--- src/design/sofp_pkg.sv ---
// Shared constants, types and control structs for the frame parser.
package sofp_pkg;

    localparam int BYTE_W      = 8;
    localparam int LEN_W       = 6;
    localparam int IDX_W       = 5;
    localparam int EVENT_W     = 2;
    localparam int CFG_IDX_W   = 1;
    localparam int CRC_W       = 16;
    localparam int BIT_CNT_W   = $clog2(BYTE_W);

    localparam int MAX_PAYLOAD = 32;
    localparam int STORE_DEPTH = 32;
    localparam int CAPACITY    = (MAX_PAYLOAD < STORE_DEPTH) ? MAX_PAYLOAD : STORE_DEPTH;
    localparam int ADDR_W      = $clog2(STORE_DEPTH);

    localparam logic [CRC_W-1:0]  CRC_POLY    = 16'h1021;
    localparam logic [CRC_W-1:0]  CRC_INIT    = 16'hFFFF;
    localparam logic [BYTE_W-1:0] START_RESET = 8'hAA;
    localparam logic [LEN_W-1:0]  LIMIT_RESET = LEN_W'(32);
    localparam logic [LEN_W-1:0]  CAP_LEN     = LEN_W'(CAPACITY);

    typedef enum logic [2:0] {
        PH_HUNT,
        PH_LEN,
        PH_CMD,
        PH_PAY,
        PH_CRCH,
        PH_CRCL
    } t_phase;

    typedef enum logic [1:0] {
        CTL_IDLE,
        CTL_EMIT_RD,
        CTL_EMIT_LD
    } t_ctl;

    typedef enum logic [EVENT_W-1:0] {
        EV_GOOD   = 2'd0,
        EV_BADCRC = 2'd1,
        EV_BADLEN = 2'd2
    } t_event;

    typedef enum logic [CFG_IDX_W-1:0] {
        REG_START_BYTE   = 1'b0,
        REG_LENGTH_LIMIT = 1'b1
    } t_reg_idx;

    typedef struct packed {
        logic              start;
        logic              init;
        logic [BYTE_W-1:0] data;
    } t_crc_cmd;

    typedef struct packed {
        logic              we;
        logic [ADDR_W-1:0] addr;
        logic [BYTE_W-1:0] data;
    } t_store_wr;

endpackage

--- src/design/sofp_if.sv ---
// Channel interfaces: received byte, result word and configuration write.
interface sofp_byte_if;
    import sofp_pkg::*;
    logic              valid;
    logic              ready;
    logic [BYTE_W-1:0] rx_byte;
    modport source (output valid, output rx_byte, input ready);
    modport sink   (input valid, input rx_byte, output ready);
endinterface

interface sofp_res_if;
    import sofp_pkg::*;
    logic               valid;
    logic               ready;
    logic [EVENT_W-1:0] event_res;
    logic [LEN_W-1:0]   frame_length;
    logic [BYTE_W-1:0]  command;
    logic [BYTE_W-1:0]  payload_byte;
    logic [IDX_W-1:0]   byte_index;
    logic               payload_valid;
    logic               last;
    modport source (output valid, output event_res, output frame_length, output command,
                    output payload_byte, output byte_index, output payload_valid,
                    output last, input ready);
    modport sink   (input valid, input event_res, input frame_length, input command,
                    input payload_byte, input byte_index, input payload_valid,
                    input last, output ready);
endinterface

interface sofp_cfg_if;
    import sofp_pkg::*;
    logic                 valid;
    logic                 ready;
    logic [CFG_IDX_W-1:0] reg_index;
    logic [BYTE_W-1:0]    wdata;
    modport source (output valid, output reg_index, output wdata, input ready);
    modport sink   (input valid, input reg_index, input wdata, output ready);
endinterface

--- src/design/sofp_crc_serial.sv ---
// Bit-serial CRC-16 engine: one message bit per cycle from a byte shift register.
module sofp_crc_serial (
    input  logic                        i_clk,
    input  logic                        i_rst_n,
    input  sofp_pkg::t_crc_cmd          i_cmd,
    output logic [sofp_pkg::CRC_W-1:0]  o_crc,
    output logic                        o_busy
);
    import sofp_pkg::*;

    logic [CRC_W-1:0]     r_crc;
    logic [BYTE_W-1:0]    r_shift;
    logic [BIT_CNT_W-1:0] r_cnt;
    logic                 r_busy;
    logic [CRC_W-1:0]     crc_seed;

    function automatic logic [CRC_W-1:0] crc_step(input logic [CRC_W-1:0] crc,
                                                  input logic din);
        logic fb;
        fb = crc[CRC_W-1] ^ din;
        return {crc[CRC_W-2:0], 1'b0} ^ (fb ? CRC_POLY : '0);
    endfunction

    assign crc_seed = i_cmd.init ? CRC_INIT : r_crc;

    // First bit is taken in the start cycle, the remaining seven follow.
    always_ff @(posedge i_clk) begin
        if (!i_rst_n) begin
            r_crc  <= CRC_INIT;
            r_cnt  <= '0;
            r_busy <= 1'b0;
        end else if (i_cmd.start) begin
            r_crc  <= crc_step(crc_seed, i_cmd.data[BYTE_W-1]);
            r_cnt  <= '0;
            r_busy <= 1'b1;
        end else if (r_busy) begin
            r_crc <= crc_step(r_crc, r_shift[BYTE_W-1]);
            r_cnt <= r_cnt + 1'b1;
            if (r_cnt == BIT_CNT_W'(BYTE_W - 2)) begin
                r_busy <= 1'b0;
            end
        end
    end

    always_ff @(posedge i_clk) begin
        if (i_cmd.start) begin
            r_shift <= {i_cmd.data[BYTE_W-2:0], 1'b0};
        end else if (r_busy) begin
            r_shift <= {r_shift[BYTE_W-2:0], 1'b0};
        end
    end

    assign o_crc  = r_crc;
    assign o_busy = r_busy;

endmodule

--- src/design/sofp_store.sv ---
// Payload buffer: one write port, one registered read port.
module sofp_store (
    input  logic                         i_clk,
    input  sofp_pkg::t_store_wr          i_wr,
    input  logic [sofp_pkg::ADDR_W-1:0]  i_raddr,
    output logic [sofp_pkg::BYTE_W-1:0]  o_rdata
);
    import sofp_pkg::*;

    logic [BYTE_W-1:0] r_mem [STORE_DEPTH];
    logic [BYTE_W-1:0] r_rdata;

    always_ff @(posedge i_clk) begin
        if (i_wr.we) begin
            r_mem[i_wr.addr] <= i_wr.data;
        end
        r_rdata <= r_mem[i_raddr];
    end

    assign o_rdata = r_rdata;

endmodule

--- src/design/sof_length_frame_parser_crc16.sv ---
// Top level of the start-of-frame / length deframer with CRC-16 check.
//
// Usage: received bytes enter on i_in, one word per handshake. Frames are
// start byte, length, command, payload, CRC high, CRC low; the CRC-16
// (poly 0x1021, init 0xFFFF) covers length, command and payload.
// Results leave on o_res: one bad-length or bad-CRC word, or a good frame
// as one word per payload byte with last set on the final one (a single
// word for an empty frame). i_cfg writes start_byte (0) and length_limit (1)
// and is always ready; write it only while the block is idle.
// Throughput: command, payload and in-range length bytes each hold ready low
// after the accept while the bit-serial CRC shift register works through the
// byte. Start, hunting and CRC bytes are taken one per cycle.
// Results: after the CRC low or a bad length byte the emitter reads the
// registered payload buffer, then loads the output register, once per result
// while the receiver keeps up. No byte is taken during a result run.
// Stall: a waiting result holds in the output register; a new byte is still
// accepted while a lone result waits.
// Reset: synchronous active low; the parser hunts for a start byte and the
// registers return to 0xAA and 32. The payload buffer needs no clearing.
module sof_length_frame_parser_crc16 (
    input  logic          i_clk,
    input  logic          i_rst_n,
    sofp_byte_if.sink     i_in,
    sofp_res_if.source    o_res,
    sofp_cfg_if.sink      i_cfg
);
    import sofp_pkg::*;

    // configuration
    logic [BYTE_W-1:0] r_start_byte;
    logic [LEN_W-1:0]  r_length_limit;

    // parser state
    t_phase            r_phase, n_phase;
    logic [LEN_W-1:0]  r_held_len;
    logic [BYTE_W-1:0] r_held_cmd;
    logic [LEN_W-1:0]  r_count;
    logic [BYTE_W-1:0] r_crc_high;

    // emitter state
    t_ctl              r_ctl, n_ctl;
    t_event            r_emit_kind;
    logic [IDX_W-1:0]  r_idx;

    // output register
    logic               r_res_valid;
    logic [EVENT_W-1:0] r_res_event;
    logic [LEN_W-1:0]   r_res_len;
    logic [BYTE_W-1:0]  r_res_cmd;
    logic [BYTE_W-1:0]  r_res_byte;
    logic [IDX_W-1:0]   r_res_idx;
    logic               r_res_pvalid;
    logic               r_res_last;

    logic [BYTE_W-1:0] rx;
    logic              in_ready;
    logic              in_acc;
    logic [LEN_W-1:0]  lim_eff;
    logic              len_bad;
    logic              crc_bad;
    logic [LEN_W-1:0]  count_inc;
    logic              emit_go;
    t_event            emit_kind;
    logic              slot_free;
    logic              res_load;
    logic              emit_pvalid;
    logic              emit_last;

    t_crc_cmd          crc_cmd;
    t_store_wr         store_wr;
    logic [CRC_W-1:0]  crc_value;
    logic              crc_busy;
    logic [BYTE_W-1:0] store_rdata;

    sofp_crc_serial u_crc (
        .i_clk   (i_clk),
        .i_rst_n (i_rst_n),
        .i_cmd   (crc_cmd),
        .o_crc   (crc_value),
        .o_busy  (crc_busy)
    );

    sofp_store u_store (
        .i_clk   (i_clk),
        .i_wr    (store_wr),
        .i_raddr (r_idx[ADDR_W-1:0]),
        .o_rdata (store_rdata)
    );

    assign rx        = i_in.rx_byte;
    assign in_ready  = (r_ctl == CTL_IDLE) && !crc_busy;
    assign in_acc    = i_in.valid && in_ready;
    assign i_in.ready = in_ready;

    assign lim_eff   = (r_length_limit > CAP_LEN) ? CAP_LEN : r_length_limit;
    assign len_bad   = rx > BYTE_W'(lim_eff);
    assign crc_bad   = {r_crc_high, rx} != crc_value;
    assign count_inc = r_count + 1'b1;

    // configuration writes
    assign i_cfg.ready = 1'b1;

    always_ff @(posedge i_clk) begin
        if (!i_rst_n) begin
            r_start_byte   <= START_RESET;
            r_length_limit <= LIMIT_RESET;
        end else if (i_cfg.valid) begin
            case (t_reg_idx'(i_cfg.reg_index))
                REG_START_BYTE:   r_start_byte   <= i_cfg.wdata;
                REG_LENGTH_LIMIT: r_length_limit <= i_cfg.wdata[LEN_W-1:0];
                default: ;
            endcase
        end
    end

    // parser next phase
    always_comb begin
        n_phase = r_phase;
        if (in_acc) begin
            case (r_phase)
                PH_LEN:  n_phase = len_bad ? PH_HUNT : PH_CMD;
                PH_CMD:  n_phase = (r_held_len != '0) ? PH_PAY : PH_CRCH;
                PH_PAY:  n_phase = (count_inc >= r_held_len) ? PH_CRCH : PH_PAY;
                PH_CRCH: n_phase = PH_CRCL;
                PH_CRCL: n_phase = PH_HUNT;
                default: n_phase = (rx == r_start_byte) ? PH_LEN : PH_HUNT;
            endcase
        end
    end

    // parser outputs
    always_comb begin
        crc_cmd.start = 1'b0;
        crc_cmd.init  = (r_phase == PH_LEN);
        crc_cmd.data  = rx;
        store_wr.we   = 1'b0;
        store_wr.addr = r_count[ADDR_W-1:0];
        store_wr.data = rx;
        emit_go       = 1'b0;
        emit_kind     = EV_GOOD;
        if (in_acc) begin
            case (r_phase)
                PH_LEN: begin
                    crc_cmd.start = !len_bad;
                    emit_go       = len_bad;
                    emit_kind     = EV_BADLEN;
                end
                PH_CMD: begin
                    crc_cmd.start = 1'b1;
                end
                PH_PAY: begin
                    crc_cmd.start = 1'b1;
                    store_wr.we   = 1'b1;
                end
                PH_CRCL: begin
                    emit_go   = 1'b1;
                    emit_kind = crc_bad ? EV_BADCRC : EV_GOOD;
                end
                default: ;
            endcase
        end
    end

    always_ff @(posedge i_clk) begin
        if (!i_rst_n) begin
            r_phase    <= PH_HUNT;
            r_held_len <= '0;
            r_held_cmd <= '0;
            r_count    <= '0;
            r_crc_high <= '0;
        end else begin
            r_phase <= n_phase;
            if (in_acc) begin
                case (r_phase)
                    PH_LEN: begin
                        if (!len_bad) begin
                            r_held_len <= rx[LEN_W-1:0];
                        end
                    end
                    PH_CMD: begin
                        r_held_cmd <= rx;
                        r_count    <= '0;
                    end
                    PH_PAY:  r_count    <= count_inc;
                    PH_CRCH: r_crc_high <= rx;
                    default: ;
                endcase
            end
        end
    end

    // result emitter
    assign slot_free   = !r_res_valid || o_res.ready;
    assign emit_pvalid = (r_emit_kind == EV_GOOD) && (r_held_len != '0);
    assign emit_last   = !emit_pvalid || ((LEN_W'(r_idx) + 1'b1) == r_held_len);

    always_comb begin
        n_ctl = r_ctl;
        case (r_ctl)
            CTL_IDLE:    n_ctl = emit_go ? CTL_EMIT_RD : CTL_IDLE;
            CTL_EMIT_RD: n_ctl = CTL_EMIT_LD;
            CTL_EMIT_LD: begin
                if (slot_free) begin
                    n_ctl = emit_last ? CTL_IDLE : CTL_EMIT_RD;
                end
            end
            default:     n_ctl = CTL_IDLE;
        endcase
    end

    always_comb begin
        res_load = (r_ctl == CTL_EMIT_LD) && slot_free;
    end

    always_ff @(posedge i_clk) begin
        if (!i_rst_n) begin
            r_ctl       <= CTL_IDLE;
            r_emit_kind <= EV_GOOD;
            r_idx       <= '0;
            r_res_valid <= 1'b0;
        end else begin
            r_ctl <= n_ctl;
            if (emit_go) begin
                r_emit_kind <= emit_kind;
                r_idx       <= '0;
            end else if (res_load && !emit_last) begin
                r_idx <= r_idx + 1'b1;
            end
            if (res_load) begin
                r_res_valid <= 1'b1;
            end else if (o_res.ready) begin
                r_res_valid <= 1'b0;
            end
        end
    end

    // hold the word until the sink takes it
    always_ff @(posedge i_clk) begin
        if (res_load) begin
            r_res_event  <= r_emit_kind;
            r_res_len    <= (r_emit_kind == EV_GOOD) ? r_held_len : '0;
            r_res_cmd    <= (r_emit_kind == EV_GOOD) ? r_held_cmd : '0;
            r_res_byte   <= emit_pvalid ? store_rdata : '0;
            r_res_idx    <= emit_pvalid ? r_idx : '0;
            r_res_pvalid <= emit_pvalid;
            r_res_last   <= emit_last;
        end
    end

    assign o_res.valid         = r_res_valid;
    assign o_res.event_res     = r_res_event;
    assign o_res.frame_length  = r_res_len;
    assign o_res.command       = r_res_cmd;
    assign o_res.payload_byte  = r_res_byte;
    assign o_res.byte_index    = r_res_idx;
    assign o_res.payload_valid = r_res_pvalid;
    assign o_res.last          = r_res_last;

endmodule
--- src/flat_wrapper.sv ---
// flat-port wrapper written by rule: the top's interface ports become plain ports
module sof_length_frame_parser_crc16_flat import sofp_pkg::*;
  (i_clk, i_rst_n, i_in_valid, i_in_rx_byte, i_in_ready, o_res_valid, o_res_event_res, o_res_frame_length, o_res_command, o_res_payload_byte, o_res_byte_index, o_res_payload_valid, o_res_last, o_res_ready, i_cfg_valid, i_cfg_reg_index, i_cfg_wdata, i_cfg_ready);
  sofp_byte_if i_in_i ();
  sofp_res_if o_res_i ();
  sofp_cfg_if i_cfg_i ();
  input  logic i_clk;
  input  logic i_rst_n;
  input wire logic [$bits(i_in_i.valid)-1:0] i_in_valid;
  input wire logic [$bits(i_in_i.rx_byte)-1:0] i_in_rx_byte;
  output wire logic [$bits(i_in_i.ready)-1:0] i_in_ready;
  output wire logic [$bits(o_res_i.valid)-1:0] o_res_valid;
  output wire logic [$bits(o_res_i.event_res)-1:0] o_res_event_res;
  output wire logic [$bits(o_res_i.frame_length)-1:0] o_res_frame_length;
  output wire logic [$bits(o_res_i.command)-1:0] o_res_command;
  output wire logic [$bits(o_res_i.payload_byte)-1:0] o_res_payload_byte;
  output wire logic [$bits(o_res_i.byte_index)-1:0] o_res_byte_index;
  output wire logic [$bits(o_res_i.payload_valid)-1:0] o_res_payload_valid;
  output wire logic [$bits(o_res_i.last)-1:0] o_res_last;
  input wire logic [$bits(o_res_i.ready)-1:0] o_res_ready;
  input wire logic [$bits(i_cfg_i.valid)-1:0] i_cfg_valid;
  input wire logic [$bits(i_cfg_i.reg_index)-1:0] i_cfg_reg_index;
  input wire logic [$bits(i_cfg_i.wdata)-1:0] i_cfg_wdata;
  output wire logic [$bits(i_cfg_i.ready)-1:0] i_cfg_ready;
  assign i_in_i.valid = i_in_valid;
  assign i_in_i.rx_byte = i_in_rx_byte;
  assign i_in_ready = i_in_i.ready;
  assign o_res_valid = o_res_i.valid;
  assign o_res_event_res = o_res_i.event_res;
  assign o_res_frame_length = o_res_i.frame_length;
  assign o_res_command = o_res_i.command;
  assign o_res_payload_byte = o_res_i.payload_byte;
  assign o_res_byte_index = o_res_i.byte_index;
  assign o_res_payload_valid = o_res_i.payload_valid;
  assign o_res_last = o_res_i.last;
  assign o_res_i.ready = o_res_ready;
  assign i_cfg_i.valid = i_cfg_valid;
  assign i_cfg_i.reg_index = i_cfg_reg_index;
  assign i_cfg_i.wdata = i_cfg_wdata;
  assign i_cfg_ready = i_cfg_i.ready;
  sof_length_frame_parser_crc16 u_core (.i_clk(i_clk), .i_rst_n(i_rst_n), .i_in(i_in_i), .o_res(o_res_i), .i_cfg(i_cfg_i));
endmodule
--- config.mk ---
export PLATFORM = sky130hd
export DESIGN_NAME = sof_length_frame_parser_crc16_flat
export DESIGN_NICKNAME = d
export VERILOG_FILES = /design/src/design/sofp_pkg.sv /design/src/design/sofp_if.sv /design/src/design/sofp_crc_serial.sv /design/src/design/sofp_store.sv /design/src/design/sof_length_frame_parser_crc16.sv /design/src/flat_wrapper.sv
export SDC_FILE = /design/constraint.sdc
export NUM_CORES = 1
export LEC_CHECK = 0
export ABC_CLOCK_PERIOD_IN_PS = 3300
export BUFFER_PORTS_ARGS = -buffer_cell sky130_fd_sc_hd__buf_2
export CORE_MARGIN = 8
export CORE_UTILIZATION = 43
export DETAILED_ROUTE_END_ITERATION = 10
export GPL_TIMING_DRIVEN = 1
export PLACE_DENSITY = 0.62
export SYNTH_ARGS = -nofsm -noshare
export SYNTH_HDL_FRONTEND = slang
export SYNTH_SLANG_ARGS = --single-unit
--- constraint.sdc ---
create_clock -name i_clk -period 3.3 [get_ports i_clk]
set_input_delay 0.33 -clock i_clk [delete_from_list [all_inputs] [get_ports i_clk]]
set_output_delay 0.33 -clock i_clk [all_outputs]
set_load 0.01 [all_outputs]
==> metrics.txt <==
status=complete, no violations; final setup fails=0; DRT Wirelength=32.92 mm; post-CTS sizing=0; final hold vios=0; R2R depth=5; syn_nets=1004; # hold bufs at CTS=0; Row Count=a little under 70; initial antenna violation count=1; relative slew slack=between 50 and 60%; Placed Area=approximately 0.017 mm^2; Setup CP Type=reg2reg; Layout Cells excl Fill=1554; post-route clock period utilization=81.92%; Hold Crit Class=in2reg; routed vias/inst=approximately 5.3; vias in the first global route=8662; clk sink count=around 380; Final Wtd Congestion=0.7893; Clock Latency Late Sink=540 ps; Die Wd=approximately 210 um; Max-Cap Viols=0; Die Ht=205.8 um; Period minus WS final=2703 ps; Seq/Total Area, Yosys=roughly two thirds; post-synthesis register bit count=around 380; Core Util, Final=50.14%; Starting DRT DRC Count=488; sequential cell area=roughly 0.010 mm^2; number of synthesized flops with an enable pin=just under 300; Least-Margin Pin Slew=around 730 ps; # IOs=56; Placed Instances=1481; hold path depth=3; Multi-input gate area=0.004730 mm^2; Clock Path Buffers=3; Hold Slack=31.63 ps; global-route usage over all layers=15.76%; leakage power=5.859 nW; wire length per cell=between 20 and 25 um; first-pass GRT wire length=51.08 mm; maximum vdd drop=0.3487 mV; Post-CTS Setup Inserts=0; TritonCTS clock tree=yes; pwr dens=between 500 and 600 mW/mm^2; drt drc=0; post-route cell area=0.01779 mm^2; largest net degree at the start of global routing=68; antenna-violating nets left=0; critical path required time=approximately 3500 ps; Root Buffer=clkbuf_16; core area=0.03548 mm^2; Reg clk slew, reported paths=60 ps; Final Max Tran Viols=0; Starting Density=43.65%; Layout area overhead=14.87%; Fmax=~370 MHz; CP Data Arrival Time=2860 ps; ys async rst share=0%; Post-Syn Instances=between 900 and 1000; drt pass-1 iters=6; Worst Setup End Kind=flip-flop; Worst Path Max Fanout=8; RSZ-0062 raised after global routing=no; post-DP HPWL=approximately 22 mm; post-synthesis instance area=around 0.015 mm^2; die area=0.04235 mm^2; grt ovf=0; Layout Nets=~1100; Post-synth top flop=edfxtp_1; H-tree Lvls=2; share of layout cells above drive strength 1=24.52%; cts bufs inserted=40; diode count=0; Synthesis Warnings=0; Startpoint Class=flip-flop; fill count=roughly 3000; vias after detailed routing=8212; PortBufs=54; Layout Skew=approximately 21 ps; Distinct cells, synth=between 50 and 60; post-synthesis area per instance=16.10 um^2; Setup TNS Final=0 ps
## cells in the final DEF, fill, tap and decap left out, types with 7 or more instances in the layout
cell       count
edfxtp_1     294
dfxtp_1       81
mux4_2        80
nand2_1       63
buf_2         54
nor2_1        52
buf_4         51
clkbuf_16     40
xor2_1        36
and2_1        32
nor2b_1       28
o21ai_0       20
ha_1          20
nand3_1       19
mux2i_1       17
a21boi_0      17
a21oi_1       16
mux2_2        15
clkbuf_1      15
a211o_1       14
inv_1         14
nor3_1        11
xnor2_1        8
nor4_1         7
## state kept, by name (all words and copies together), names as in the netlist, 6 cells and up
register                   count
u_core.o_res.payload_byte      8
u_core.o_res.command           8
u_core.r_start_byte            8
u_core.u_crc.o_crc            16
u_core.r_held_cmd              8
u_core.u_store.o_rdata         8
u_core.r_count                 6
u_core.r_held_len              6
u_core.u_crc.r_shift           7
u_core.o_res.frame_length      6
u_core.r_crc_high              8
u_core.u_store.r_mem         256
u_core.r_length_limit          6
## kinds of logic (layout without fill, tap and decap cells)
| kind of cell | count (synthesis) | count (layout) | share of synthesized area (%) |
|---|---|---|---|
| flip-flops | 377 | 377 | 67.73 |
| AND/OR/NAND/NOR | 254 | 254 | 8.628 |
| multiplexers | 112 | 112 | 13.82 |
| AO/OA/AOI/OAI | 90 | 90 | 3.943 |
| buffers and inverters | 64 | 195 | 1.745 |
| XOR/XNOR | 44 | 44 | 2.488 |
| adder cells (fa/ha/maj) | 20 | 20 | 1.616 |
| other | 1 | 1 | 0.02421 |
## worst paths after layout
path	startpoint	endpoint	slack, ps
worst min-delay path	i_cfg_wdata[7]	u_core.r_start_byte[7]$_SDFFE_PN1P_	30
worst min register to register	u_core.r_start_byte[2]$_SDFFE_PN0P_	u_core.r_start_byte[2]$_SDFFE_PN0P_	480
worst max register to register	u_core.r_ctl[1]$_SDFFE_PN0P_	u_core.u_store.r_mem[9][2]$_DFFE_PP_	600
worst max-delay path	u_core.r_ctl[1]$_SDFFE_PN0P_	u_core.u_store.r_mem[9][2]$_DFFE_PP_	600
## critical path, cell delays in order (launching register included)
cell	delay, ps
dfxtp_1	370
or4b_1	710
nor2_1	220
and2_1	220
nand2_1	230
nor2_1	580
## metal layers
layer  vias to the layer above  share of wire (%)  track usage [%]
li1                       3875                  -                -
met1                      4135                 44            20.15
met2                       154                 51            27.60
met3                        48                3.9            2.629
met4                         0                1.8            3.954
met5                         -                  0                0
## report_power, final
group          leakage [nW]  internal (mW)  switching [mW]
Sequential             3.31           5.13          0.0264
Clock                 0.594           2.43            1.77
Combinational          1.96         0.0901           0.182
Total                  5.86           7.65            1.98
## per-stage QoR
step                total power, mW  worst slack [ps]
global route                  9.941             337.2
finish                        9.632             596.8
floorplan                     5.398             42.58
CTS                           9.722             540.8
detailed placement            5.538             554.2
global placement              5.531             692.2
## synthesized netlist by cell type (4+ instances only)
library cell / count / area [um^2]
edfxtp_1: 294 / 8828
dfxtp_1: 83 / 1662
mux4_2: 80 / 1802
nand2_1: 63 / 236.5
nor2_1: 52 / 195.2
xor2_1: 36 / 315.3
clkbuf_1: 35 / 131.4
and2_1: 32 / 200.2
nor2b_1: 29 / 181.4
ha_1: 20 / 250.2
o21ai_0: 20 / 100.1
nand3_1: 19 / 95.09
a21boi_0: 17 / 127.6
mux2i_1: 17 / 170.2
a21oi_1: 16 / 80.08
mux2_2: 15 / 168.9
a211o_1: 14 / 122.6
inv_1: 14 / 52.55
nor3_1: 11 / 55.05
buf_2: 9 / 45.04
xnor2_1: 8 / 70.07
nor4_1: 7 / 43.79
and2_0: 6 / 37.54
o211ai_1: 6 / 45.04
or3_1: 6 / 37.54
nand2b_1: 5 / 31.28
a22oi_1: 4 / 30.03
and3_1: 4 / 25.02
o21a_1: 4 / 30.03
## final cells by class
cell class	count	area share, %
tap	461	3.242
sequential	377	58.99
clock inverter	14	0.7173
multi-input combinational	521	26.58
clock buffer	59	6.252
inverter	15	0.3165
timing repair buffer	107	3.896
No activity file was read; power rests on OpenSTA's default activity.
